==> src/rtl/core/lsr_pkg.sv <==
package lsr_pkg;

    // LIN header and frame constants
    localparam logic [7:0]  SYNC_BYTE     = 8'h55;
    localparam logic [3:0]  NODE_ID_RESET = 4'd12;
    localparam logic [19:0] FREQ_DIVIDEND = 20'd1000000;
    localparam int          DIV_STEPS     = 20;
    localparam int          DIV_CNT_W     = $clog2(DIV_STEPS);
    localparam int          REPLY_DEPTH   = 5;
    localparam int          POS_W         = 3;

    // frame selector: bits 5:4 of the identifier
    localparam logic [1:0] SEL_NONE = 2'b00;
    localparam logic [1:0] SEL_TEMP = 2'b01;
    localparam logic [1:0] SEL_FREQ = 2'b10;
    localparam logic [1:0] SEL_KEYS = 2'b11;

    typedef struct packed {
        logic        break_seen;
        logic        byte_received;
        logic        send_done;
        logic [7:0]  rx_byte;
        logic [15:0] temperature;
        logic [15:0] period_ticks;
        logic [15:0] key_state;
    } lsr_in_t;

    typedef struct packed {
        logic [7:0] tx_byte;
        logic       frame_last;
    } lsr_out_t;

    // controller to datapath
    typedef struct packed {
        logic load;
        logic div_step;
        logic sum_step;
        logic emit_first;
        logic emit_next;
    } lsr_cmd_t;

    // datapath to controller
    typedef struct packed {
        logic brk;
        logic txd;
        logic is_sync;
        logic id_hit;
        logic sel_freq;
        logic div_last;
        logic sum_last;
        logic pos_zero;
        logic out_free;
    } lsr_sts_t;

endpackage

==> src/rtl/core/lsr_datapath.sv <==
module lsr_datapath (
    input  logic             clk,
    input  logic             rst_n,
    input  lsr_pkg::lsr_in_t in_data,
    input  logic             cfg_we,
    input  logic [3:0]       cfg_wdata,
    input  lsr_pkg::lsr_cmd_t cmd,
    output lsr_pkg::lsr_sts_t sts,
    output logic             out_valid,
    input  logic             out_ready,
    output lsr_pkg::lsr_out_t out_data
);
    import lsr_pkg::*;

    logic [3:0]           node_id_reg;
    logic [7:0]           bytes_reg [REPLY_DEPTH];
    logic [POS_W-1:0]     pos_reg, pos_next;
    logic [POS_W-1:0]     sum_idx_reg, sum_idx_next;
    logic [7:0]           acc_reg, acc_next;
    logic [15:0]          rem_reg, rem_next;
    logic [19:0]          quot_reg, quot_next;
    logic [15:0]          divisor_reg;
    logic [DIV_CNT_W-1:0] div_cnt_reg, div_cnt_next;
    logic                 out_valid_reg, out_valid_next;
    lsr_out_t             out_data_reg;

    logic [5:0]       ident;
    logic [1:0]       sel;
    logic [16:0]      rem_shift;
    logic [16:0]      rem_diff;
    logic             q_bit;
    logic [19:0]      freq;
    logic [POS_W-1:0] pos_dec;
    logic [POS_W-1:0] rd_addr;
    logic [7:0]       rd_data;
    logic [8:0]       sum_wide;

    // decode the identifier byte
    assign ident = in_data.rx_byte[5:0];
    assign sel   = ident[5:4];

    // one restoring division step per cycle
    assign rem_shift = {rem_reg, quot_reg[19]};
    assign rem_diff  = rem_shift - {1'b0, divisor_reg};
    assign q_bit     = (rem_shift >= {1'b0, divisor_reg});
    assign rem_next  = q_bit ? rem_diff[15:0] : rem_shift[15:0];
    assign quot_next = {quot_reg[18:0], q_bit};
    assign freq      = (divisor_reg == 16'd0) ? 20'd0 : quot_next;

    // select the reply entry to read
    assign pos_dec = pos_reg - POS_W'(1);
    always_comb
    begin
        if (cmd.sum_step)
            rd_addr = sum_idx_reg;
        else if (cmd.emit_first)
            rd_addr = pos_reg;
        else
            rd_addr = pos_dec;
    end
    assign rd_data = bytes_reg[rd_addr];

    // end-around-carry add of one data byte
    assign sum_wide = {1'b0, acc_reg} + {1'b0, rd_data};

    // next values of position, checksum and divider control
    always_comb
    begin
        pos_next     = pos_reg;
        sum_idx_next = sum_idx_reg;
        acc_next     = acc_reg;
        div_cnt_next = div_cnt_reg;
        if (cmd.load)
        begin
            sum_idx_next = POS_W'(1);
            acc_next     = {2'b00, sel, node_id_reg};
            div_cnt_next = '0;
            pos_next     = (sel == SEL_FREQ) ? POS_W'(4) : POS_W'(2);
        end
        if (cmd.div_step)
            div_cnt_next = div_cnt_reg + DIV_CNT_W'(1);
        if (cmd.sum_step)
        begin
            sum_idx_next = sum_idx_reg + POS_W'(1);
            acc_next     = sum_wide[8] ? (sum_wide[7:0] + 8'd1) : sum_wide[7:0];
        end
        if (cmd.emit_next)
            pos_next = pos_dec;
    end

    // output slot: set on emit, drop when taken
    always_comb
    begin
        if (cmd.emit_first || cmd.emit_next)
            out_valid_next = 1'b1;
        else if (out_ready)
            out_valid_next = 1'b0;
        else
            out_valid_next = out_valid_reg;
    end

    // hold control state
    always_ff @(posedge clk or negedge rst_n)
    begin
        if (!rst_n)
        begin
            node_id_reg   <= NODE_ID_RESET;
            pos_reg       <= '0;
            sum_idx_reg   <= '0;
            div_cnt_reg   <= '0;
            out_valid_reg <= 1'b0;
        end
        else
        begin
            if (cfg_we)
                node_id_reg <= cfg_wdata;
            pos_reg       <= pos_next;
            sum_idx_reg   <= sum_idx_next;
            div_cnt_reg   <= div_cnt_next;
            out_valid_reg <= out_valid_next;
        end
    end

    // capture reply data, run divider, load output beat
    always_ff @(posedge clk)
    begin
        acc_reg <= acc_next;
        if (cmd.load)
        begin
            rem_reg     <= '0;
            quot_reg    <= FREQ_DIVIDEND;
            divisor_reg <= in_data.period_ticks;
            case (sel)
                SEL_TEMP:
                begin
                    bytes_reg[2] <= in_data.temperature[7:0];
                    bytes_reg[1] <= in_data.temperature[15:8];
                end
                SEL_KEYS:
                begin
                    bytes_reg[2] <= in_data.key_state[15:8];
                    bytes_reg[1] <= in_data.key_state[7:0];
                end
                default:
                begin
                end
            endcase
        end
        if (cmd.div_step)
        begin
            rem_reg  <= rem_next;
            quot_reg <= quot_next;
            if (sts.div_last)
            begin
                bytes_reg[4] <= 8'h00;
                bytes_reg[3] <= {4'h0, freq[19:16]};
                bytes_reg[2] <= freq[15:8];
                bytes_reg[1] <= freq[7:0];
            end
        end
        if (cmd.emit_first)
        begin
            bytes_reg[0]            <= ~acc_reg;
            out_data_reg.tx_byte    <= rd_data;
            out_data_reg.frame_last <= 1'b0;
        end
        if (cmd.emit_next)
        begin
            out_data_reg.tx_byte    <= rd_data;
            out_data_reg.frame_last <= (pos_dec == '0);
        end
    end

    // status to the controller
    assign sts.brk      = in_data.break_seen;
    assign sts.txd      = in_data.send_done;
    assign sts.is_sync  = in_data.byte_received && (in_data.rx_byte == SYNC_BYTE);
    assign sts.id_hit   = in_data.byte_received && (ident[3:0] == node_id_reg)
                          && (sel != SEL_NONE);
    assign sts.sel_freq = (sel == SEL_FREQ);
    assign sts.div_last = (div_cnt_reg == DIV_CNT_W'(DIV_STEPS - 1));
    assign sts.sum_last = (sum_idx_reg == pos_reg);
    assign sts.pos_zero = (pos_reg == '0);
    assign sts.out_free = !out_valid_reg || out_ready;

    assign out_valid = out_valid_reg;
    assign out_data  = out_data_reg;

    // the first beat of a reply is never the checksum
    a_first_not_last: assert property (@(posedge clk) disable iff (!rst_n)
        cmd.emit_first |=> out_valid && !out_data.frame_last)
        else $error("first reply beat flagged as checksum");

    // a checksum beat leaves the position at zero
    a_last_pos: assert property (@(posedge clk) disable iff (!rst_n)
        cmd.emit_next |=> (out_data.frame_last == (pos_reg == '0)))
        else $error("checksum flag out of step with reply position");

endmodule

==> src/rtl/core/lsr_ctrl.sv <==
module lsr_ctrl (
    input  logic              clk,
    input  logic              rst_n,
    input  logic              in_valid,
    output logic              in_ready,
    input  lsr_pkg::lsr_sts_t sts,
    output lsr_pkg::lsr_cmd_t cmd
);
    import lsr_pkg::*;

    typedef enum logic [2:0] {
        ST_IDLE,
        ST_BREAK,
        ST_SYNC,
        ST_RESP,
        ST_DIV,
        ST_SUM,
        ST_EMIT
    } state_t;

    state_t state_reg, state_next;
    logic   accepting;
    logic   acc;

    // take beats only in the link phases, with the output slot free
    always_comb
    begin
        case (state_reg)
            ST_IDLE, ST_BREAK, ST_SYNC, ST_RESP: accepting = 1'b1;
            default:                             accepting = 1'b0;
        endcase
    end
    assign in_ready = accepting && sts.out_free;
    assign acc      = in_valid && in_ready;

    // advance the link phase and the reply build sequence
    always_comb
    begin
        state_next = state_reg;
        cmd        = '0;
        case (state_reg)
            ST_IDLE:
            begin
                if (acc && sts.brk)
                    state_next = ST_BREAK;
            end
            ST_BREAK:
            begin
                if (acc)
                    state_next = sts.is_sync ? ST_SYNC : ST_IDLE;
            end
            ST_SYNC:
            begin
                if (acc)
                begin
                    if (sts.id_hit)
                    begin
                        cmd.load   = 1'b1;
                        state_next = sts.sel_freq ? ST_DIV : ST_SUM;
                    end
                    else
                        state_next = ST_IDLE;
                end
            end
            ST_DIV:
            begin
                cmd.div_step = 1'b1;
                if (sts.div_last)
                    state_next = ST_SUM;
            end
            ST_SUM:
            begin
                cmd.sum_step = 1'b1;
                if (sts.sum_last)
                    state_next = ST_EMIT;
            end
            ST_EMIT:
            begin
                if (sts.out_free)
                begin
                    cmd.emit_first = 1'b1;
                    state_next     = ST_RESP;
                end
            end
            ST_RESP:
            begin
                if (acc && sts.txd)
                begin
                    if (sts.pos_zero)
                        state_next = ST_IDLE;
                    else
                        cmd.emit_next = 1'b1;
                end
            end
            default:
            begin
                state_next = ST_IDLE;
            end
        endcase
    end

    // hold state
    always_ff @(posedge clk or negedge rst_n)
    begin
        if (!rst_n)
            state_reg <= ST_IDLE;
        else
            state_reg <= state_next;
    end

    // the divider runs without interruption until its last step
    a_div_holds: assert property (@(posedge clk) disable iff (!rst_n)
        (state_reg == ST_DIV) && !sts.div_last |=> state_reg == ST_DIV)
        else $error("divider sequence left early");

    // the output slot is always free when the first reply beat is due
    a_emit_free: assert property (@(posedge clk) disable iff (!rst_n)
        state_reg == ST_EMIT |-> sts.out_free)
        else $error("first reply beat blocked by pending output");

    // a reply build is started only from the sync phase
    a_load_phase: assert property (@(posedge clk) disable iff (!rst_n)
        cmd.load |=> (state_reg == ST_DIV) || (state_reg == ST_SUM))
        else $error("reply build entered from wrong phase");

endmodule

==> src/rtl/core/lin_slave_responder.sv <==
// LIN slave responder: header tracking and reply generation.
// One beat a cycle is taken in a link phase unless a reply byte waits at the output. A
// matching identifier starts a reply: temperature and key frames build the checksum, then
// the first byte goes out; the frequency frame first runs the 20-step divider. Later reply
// bytes appear the cycle after each send_done beat until the checksum has gone out.
// rst_n is asynchronous, active low: link goes idle, node id returns to 12.
module lin_slave_responder (
    input  logic              clk,
    input  logic              rst_n,
    input  logic              in_valid,
    output logic              in_ready,
    input  lsr_pkg::lsr_in_t  in_data,
    output logic              out_valid,
    input  logic              out_ready,
    output lsr_pkg::lsr_out_t out_data,
    input  logic              cfg_we,
    input  logic [3:0]        cfg_wdata
);
    import lsr_pkg::*;

    lsr_cmd_t cmd;
    lsr_sts_t sts;

    // sequence the link phases and reply build
    lsr_ctrl u_ctrl (
        .clk      (clk),
        .rst_n    (rst_n),
        .in_valid (in_valid),
        .in_ready (in_ready),
        .sts      (sts),
        .cmd      (cmd)
    );

    // hold reply bytes, divider, checksum and output beat
    lsr_datapath u_datapath (
        .clk       (clk),
        .rst_n     (rst_n),
        .in_data   (in_data),
        .cfg_we    (cfg_we),
        .cfg_wdata (cfg_wdata),
        .cmd       (cmd),
        .sts       (sts),
        .out_valid (out_valid),
        .out_ready (out_ready),
        .out_data  (out_data)
    );

endmodule

==> config.mk <==
export PLATFORM = sky130hd
export DESIGN_NAME = lin_slave_responder
export DESIGN_NICKNAME = d
export VERILOG_FILES = /design/src/rtl/core/lsr_pkg.sv /design/src/rtl/core/lsr_datapath.sv /design/src/rtl/core/lsr_ctrl.sv /design/src/rtl/core/lin_slave_responder.sv
export SDC_FILE = /design/constraint.sdc
export NUM_CORES = 1
export LEC_CHECK = 0
export BUFFER_PORTS_ARGS = -buffer_cell sky130_fd_sc_hd__buf_2
export CAP_MARGIN = 20
export CORE_UTILIZATION = 35
export CTS_CLUSTER_DIAMETER = 200
export DETAILED_ROUTE_END_ITERATION = 7
export PLACE_DENSITY_LB_ADDON = 0.08
export REMOVE_ABC_BUFFERS = 1
export SLEW_MARGIN = 30
export SYNTH_ARGS = -nofsm -noshare
export SYNTH_HDL_FRONTEND = slang
export SYNTH_SLANG_ARGS = --single-unit
==> constraint.sdc <==
create_clock -name clk -period 4.3 [get_ports clk]
set_input_delay 0.43 -clock clk [delete_from_list [all_inputs] [get_ports clk]]
set_output_delay 0.43 -clock clk [all_outputs]
set_load 0.005 [all_outputs]
==> flow_summary.ini, run 1 <==
[run_status]
status = complete, no violations

[setup_path]
r2r_slack_ns = 0.29
r2r-start = u_datapath.out_valid
reg2reg_depth = 14
start_kind = register
critPathCaptureType = register
crit_required_ns = 4.57
worstSetupPathType = register to register
rr_endpoint = u_datapath.acc_reg[7]
critPathMaxFanout = 7
arrival_ns = 4.28

[floorplanning]
fp.dieW_um = 141
coreArea_mm2 = 0.0188
rows = 50
dieArea_mm2 = 0.0199
ios = 79
start_util_pct = 35.9
fp.dieH_um = 141

[routing]
drtPass1Iterations = 4
avgViaCountPerCell = 5.14
wl_per_cell_um = 16.9
drtIter0Drc = 260
drt-total-wl_um = 16900
drc_errors = 0
vias = 5154
drtAntennaViolNets = 0

[power_and_ir_drop]
p_leak_nw = 3.34
ir_worst_vdd_mv = 0.267
powerDensity_mw_per_mm2 = 485
p_total_mw = 3.96

[layout]
largest_reg_flops = 28
fillCellCount = 1822
drive_gt1_share_pct = 22.4
register_area_mm2 = 0.00339
postLayoutCoreUtil_pct = 43.3
area_delta_synth_final_pct = 20.5
nNetsFinal = 829
num_antenna_cells = 0
stdcell_count = 1002
multi_input_area_mm2 = 0.00314

[sta]
post-route-period-util_pct = 93.3
rsz0062_at_grt = no
fin_worst_skew_ns = 0.0103
max_freq_mhz = 249
setup_ws_ns = 0.288
drv_slew = 0
hold-worst-slack_ns = 0.186
worstMarginPinSlew_ns = 0.791
slew_headroom_pct = 47.0
final-hold-violation-count = 0
setup_viol = 0
post-route-min-period_ns = 4.01

[logic_synthesis]
synthFlopType = edfxtp_1
ys_seq_elements = 116
ys_async_sr_fraction_pct = 16.4
yosysWarnings = 0
synth_edf_count = 97
synthTopCellsByArea = edfxtp_1 43%, dfrtp_1 6.3%, ha_1 5.5%
syn_area_mm2 = 0.00677
yosys-top-cells-count = 97 x edfxtp_1, 51 x o21ai_0, 44 x nand3_1
avgSynthCellArea_um2 = 10.7
synth_cell_types = 64
seq_area_frac_synth_pct = 50.1
netlist.top_cell.by_area = edfxtp_1
synthCells = 632
yosysTopAreaCellShare_pct = 43.0
yosysMostFrequentCell = edfxtp_1

[placed_design]
io_buffers = 78
post-place-ws_ns = -0.0648
routabilityCongestion = 0.908
place.detailed.hpwl_um = 12300
dpl.cell_count = 969

[clock_tree]
tritoncts = yes
cts_inserted_buffers = 17
clk_latency_ns = 0.42
htreeDepth = 4
clock-sinks = 116
cts_root_buffer = clkbuf_16
postCtsSetupBuffers = 0
cts_buffer_depth = 2
clk_pin_slew_ns = 0.06

[global_route]
grt_pass1_wl_um = 27400
grt_use_total_pct = 18.2
grt_max_degree = 38
grt_pass1_vias = 5151
antenna_found_initial = 0
grt_overflow = 0

[min_path]
hold_path.class = input port to register
whs_path_depth = 1
min_from = in_data[16]
worstHoldEndpoint = u_datapath.divisor_reg[0]

[run]
maxCapViolCount = 0
[per-stage QoR]
step / instance area (µm²) / setup TNS [ns]
floorplan: 6660 / -0.322
global placement: 7560 / 0
detailed placement: 7560 / -0.0648
CTS: 8140 / 0
global route: 8160 / 0
finish: 8160 / 0
[per-layer routing]
metal	vias up	track usage, %	wire length [µm]
met1	2477	23.7	7980
met2	105	29.5	8130
met3	11	4.04	639
li1	2561	-	-
met4	0	6.75	196
met5	-	0	0
[power breakdown]
| part | switching [mW] | internal [mW] |
|---|---|---|
| Combinational | 0.649 | 0.563 |
| Sequential | 0.0603 | 1.29 |
| Clock | 0.535 | 0.864 |
| Total | 1.24 | 2.71 |
[worst max-delay path: stages (launching register included)]
cell,delay (ns)
dfrtp_1,0.38
nor2b_2,0.20
or3_4,0.38
a31oi_4,0.20
buf_4,0.20
mux2_2,0.34
nor2_1,0.11
a211oi_1,0.10
fa_1,0.52
a211oi_1,0.29
nor2_1,0.12
xor2_2,0.20
nand3b_1,0.16
or4_1,0.52
a21oi_1,0.15
[worst max path at each step]
| stage | startpoint | depth (start not counted) | slack (ns) | end |
|---|---|---|---|---|
| after floorplan | u_ctrl.state_reg[1] | 14 | -0.03 | u_datapath.acc_reg[7] |
| after global placement | out_ready | 15 | 0.05 | u_datapath.acc_reg[7] |
| after detailed placement | out_ready | 15 | -0.06 | u_datapath.acc_reg[7] |
| after CTS | u_datapath.out_valid | 14 | 0.1 | u_datapath.acc_reg[7] |
| after global routing | u_datapath.pos_reg[1] | 15 | 0.02 | u_datapath.acc_reg[7] |
| final | u_datapath.out_valid | 14 | 0.29 | u_datapath.acc_reg[7] |
[final cells by class]
class	instances	share of cell area [%]
clock buffer	19	5.43
clock inverter	13	1.66
inverter	38	1.75
multi-input combinational	453	38.5
sequential	116	41.6
tap	260	3.99
timing repair buffer	103	7.12
[logic make-up (layout without fill, tap and decap cells)]
logic type,count (synthesis),count (layout),share of synthesized area (%)
simple gates,190,190,14.7
compound gates,165,165,15.8
flops,116,116,50.1
buf+inv,63,173,3.77
mux,38,38,5.82
fa+ha+maj,32,32,6.14
xor+xnor,28,28,3.62
[what timing repair did]
item                                    4_1_cts  5_1_grt
hold buffers                                  1        0
resized for setup                             0        5
hold endpoints to repair                     17        0
endpoints found under the setup margin        0        2
[layout by cell type (no fill, tap or decap), types with 12 or more instances in the layout]
cell / n
dfrtp_1: 14
and2_1: 20
o21ai_0: 50
buf_4: 24
ha_1: 30
a211oi_1: 14
nand2_1: 41
xnor2_1: 14
inv_1: 38
edfxtp_1: 97
nand3_1: 44
buf_2: 78
xor2_1: 13
a21o_1: 12
mux2i_1: 29
a21oi_1: 29
nor2_1: 27
clkbuf_16: 17
Note: power is estimated with default switching activity, not from simulation.
==> run 2, diff against run 1 <==
--- a/config.mk
+++ b/config.mk
@@ -7,6 +7,7 @@
 export LEC_CHECK = 0
 export BUFFER_PORTS_ARGS = -buffer_cell sky130_fd_sc_hd__buf_2
 export CAP_MARGIN = 20
+export CORE_ASPECT_RATIO = 1.5
 export CORE_UTILIZATION = 35
 export CTS_CLUSTER_DIAMETER = 200
 export DETAILED_ROUTE_END_ITERATION = 7
==> flow_summary.ini, run 2 (synthesis results as in run 1) <==
[run_status]
status = complete, no violations

[routing]
drt-total-wl_um = 18200
wl_per_cell_um = 18.2
drtIter0Drc = 256
drc_errors = 0
vias = 5250
drtPass1Iterations = 5
drtAntennaViolNets = 0
avgViaCountPerCell = 5.26

[placed_design]
dpl.cell_count = 964
io_buffers = 78
routabilityCongestion = 0.837
place.detailed.hpwl_um = 13700

[clock_tree]
cts_root_buffer = clkbuf_16
tritoncts = yes
clk_latency_ns = 0.41
clk_pin_slew_ns = 0.06
cts_inserted_buffers = 17
clock-sinks = 116
htreeDepth = 4
cts_buffer_depth = 2

[sta]
fin_worst_skew_ns = 0.00811
max_freq_mhz = 248
worstMarginPinSlew_ns = 0.733
rsz0062_at_grt = no
drv_slew = 0
setup_viol = 0
post-route-period-util_pct = 93.7
post-route-min-period_ns = 4.03
final-hold-violation-count = 0
slew_headroom_pct = 50.7

[floorplanning]
start_util_pct = 36.0
ios = 79
fp.dieW_um = 116
dieArea_mm2 = 0.0199
coreArea_mm2 = 0.0188
fp.dieH_um = 172
rows = 61

[layout]
largest_reg_flops = 28
num_antenna_cells = 0
drive_gt1_share_pct = 22.7
area_delta_synth_final_pct = 20.6
nNetsFinal = 833
fillCellCount = 1842
final_common_cell = edfxtp_1
most-common-layout-cells = 97 x edfxtp_1, 78 x buf_2, 50 x o21ai_0
stdcell_count = 998

[min_path]
min_from = in_data[16]
hold_path.class = input port to register

[setup_path]
critPathMaxFanout = 7
r2r-start = u_ctrl.state_reg[1]
critPathCaptureType = register
crit_required_ns = 4.56
start_kind = register
arrival_ns = 4.29
worstSetupPathType = register to register
crit_start = u_ctrl.state_reg[1]

[run]
maxCapViolCount = 0

[global_route]
antenna_found_initial = 0
grt_pass1_wl_um = 28500
grt_max_degree = 38
grt_use_total_pct = 19.4
grt_overflow = 0
grt_pass1_vias = 5394

[power_and_ir_drop]
p_total_mw = 3.97
ir_worst_vdd_mv = 0.201
p_leak_nw = 3.37
powerDensity_mw_per_mm2 = 487
run 2: cell count changes in the layout (fill, tap and decap cells not counted):
| cell | delta |
|---|---|
| inv_6 | +4 |
| clkinv_2 | -1 |
| a211oi_2 | +2 |
| buf_4 | +3 |
| dfrtp_1 | +2 |
| dfrtp_2 | -2 |
| xor2_1 | +1 |
| a211oi_1 | -2 |
| clkinvlp_4 | -1 |
| xor2_2 | -1 |
| bufinv_16 | -1 |
run 2: path summary, 6_finish.rpt:
check	end	slack, ns	cells after the start
min	u_datapath.divisor_reg[0]	0.19	1
max in group asynchronous	u_datapath.node_id_reg[3]	3.46	2
min reg2reg	u_datapath.div_cnt_reg[0]	0.52	1
min in group asynchronous	u_datapath.div_cnt_reg[4]	0.50	2
max	u_datapath.acc_reg[7]	0.27	14
max reg2reg	u_datapath.acc_reg[7]	0.27	14
run 2: critical path: stages, from the launching register on:
cell and delay [ns]:
dfrtp_1 0.49, nand3b_4 0.16, or3_4 0.36, a31oi_4 0.17, buf_4 0.19, mux2_2 0.35, nor2_1 0.13, a211oi_2 0.09
fa_1 0.55, a211oi_2 0.24, nor2_1 0.09, xor2_1 0.26, nand3b_1 0.14, or4_1 0.51, a21oi_1 0.15
run 2: final cells by class:
class,instances,area (µm²),share of cell area (%)
Clock buffer,18,429,5.26
Clock inverter,14,128,1.56
Inverter,38,143,1.75
Multi-Input combinational cell,453,3140,38.5
Sequential cell,116,3390,41.6
Tap cell,252,315,3.86
Timing Repair Buffer,107,617,7.56
run 2: repair_timing:
item                                    CTS  global route
buffers inserted                          0             0
endpoints found under the hold margin    17             0
endpoints found under the setup margin    0             2
resized for setup                         0             4
hold buffers                              1             0
run 2: report_power, final:
part           total [mW]  internal (mW)  switching [mW]
combinational        1.28          0.583           0.695
sequential           1.35           1.29          0.0623
clock                1.35          0.799           0.547
run 2: stage by stage:
| step | hold WS, ns | utilization (%) | cell area, µm² | setup TNS [ns] | setup slack, ns |
|---|---|---|---|---|---|
| after CTS | 0.168 | 43.3 | 8140 | 0 | 0.163 |
| after detailed placement | 0.405 | 40.3 | 7570 | 0 | 0.0275 |
| after floorplan | 0.134 | - | 6660 | -0.322 | -0.0255 |
| final | 0.188 | 43.5 | 8160 | 0 | 0.271 |
| after global routing | 0.163 | 43.5 | 8160 | 0 | 0.0505 |
| after global placement | 0.406 | 40.3 | 7570 | 0 | 0.0963 |
run 2: per-layer routing:
layer	up-vias	track usage, %	wire (µm)
met3	38	3.61	485
li1	2571	-	-
met5	-	0	0
met1	2516	20.3	6770
met4	0	10.3	744
met2	125	36.2	10200
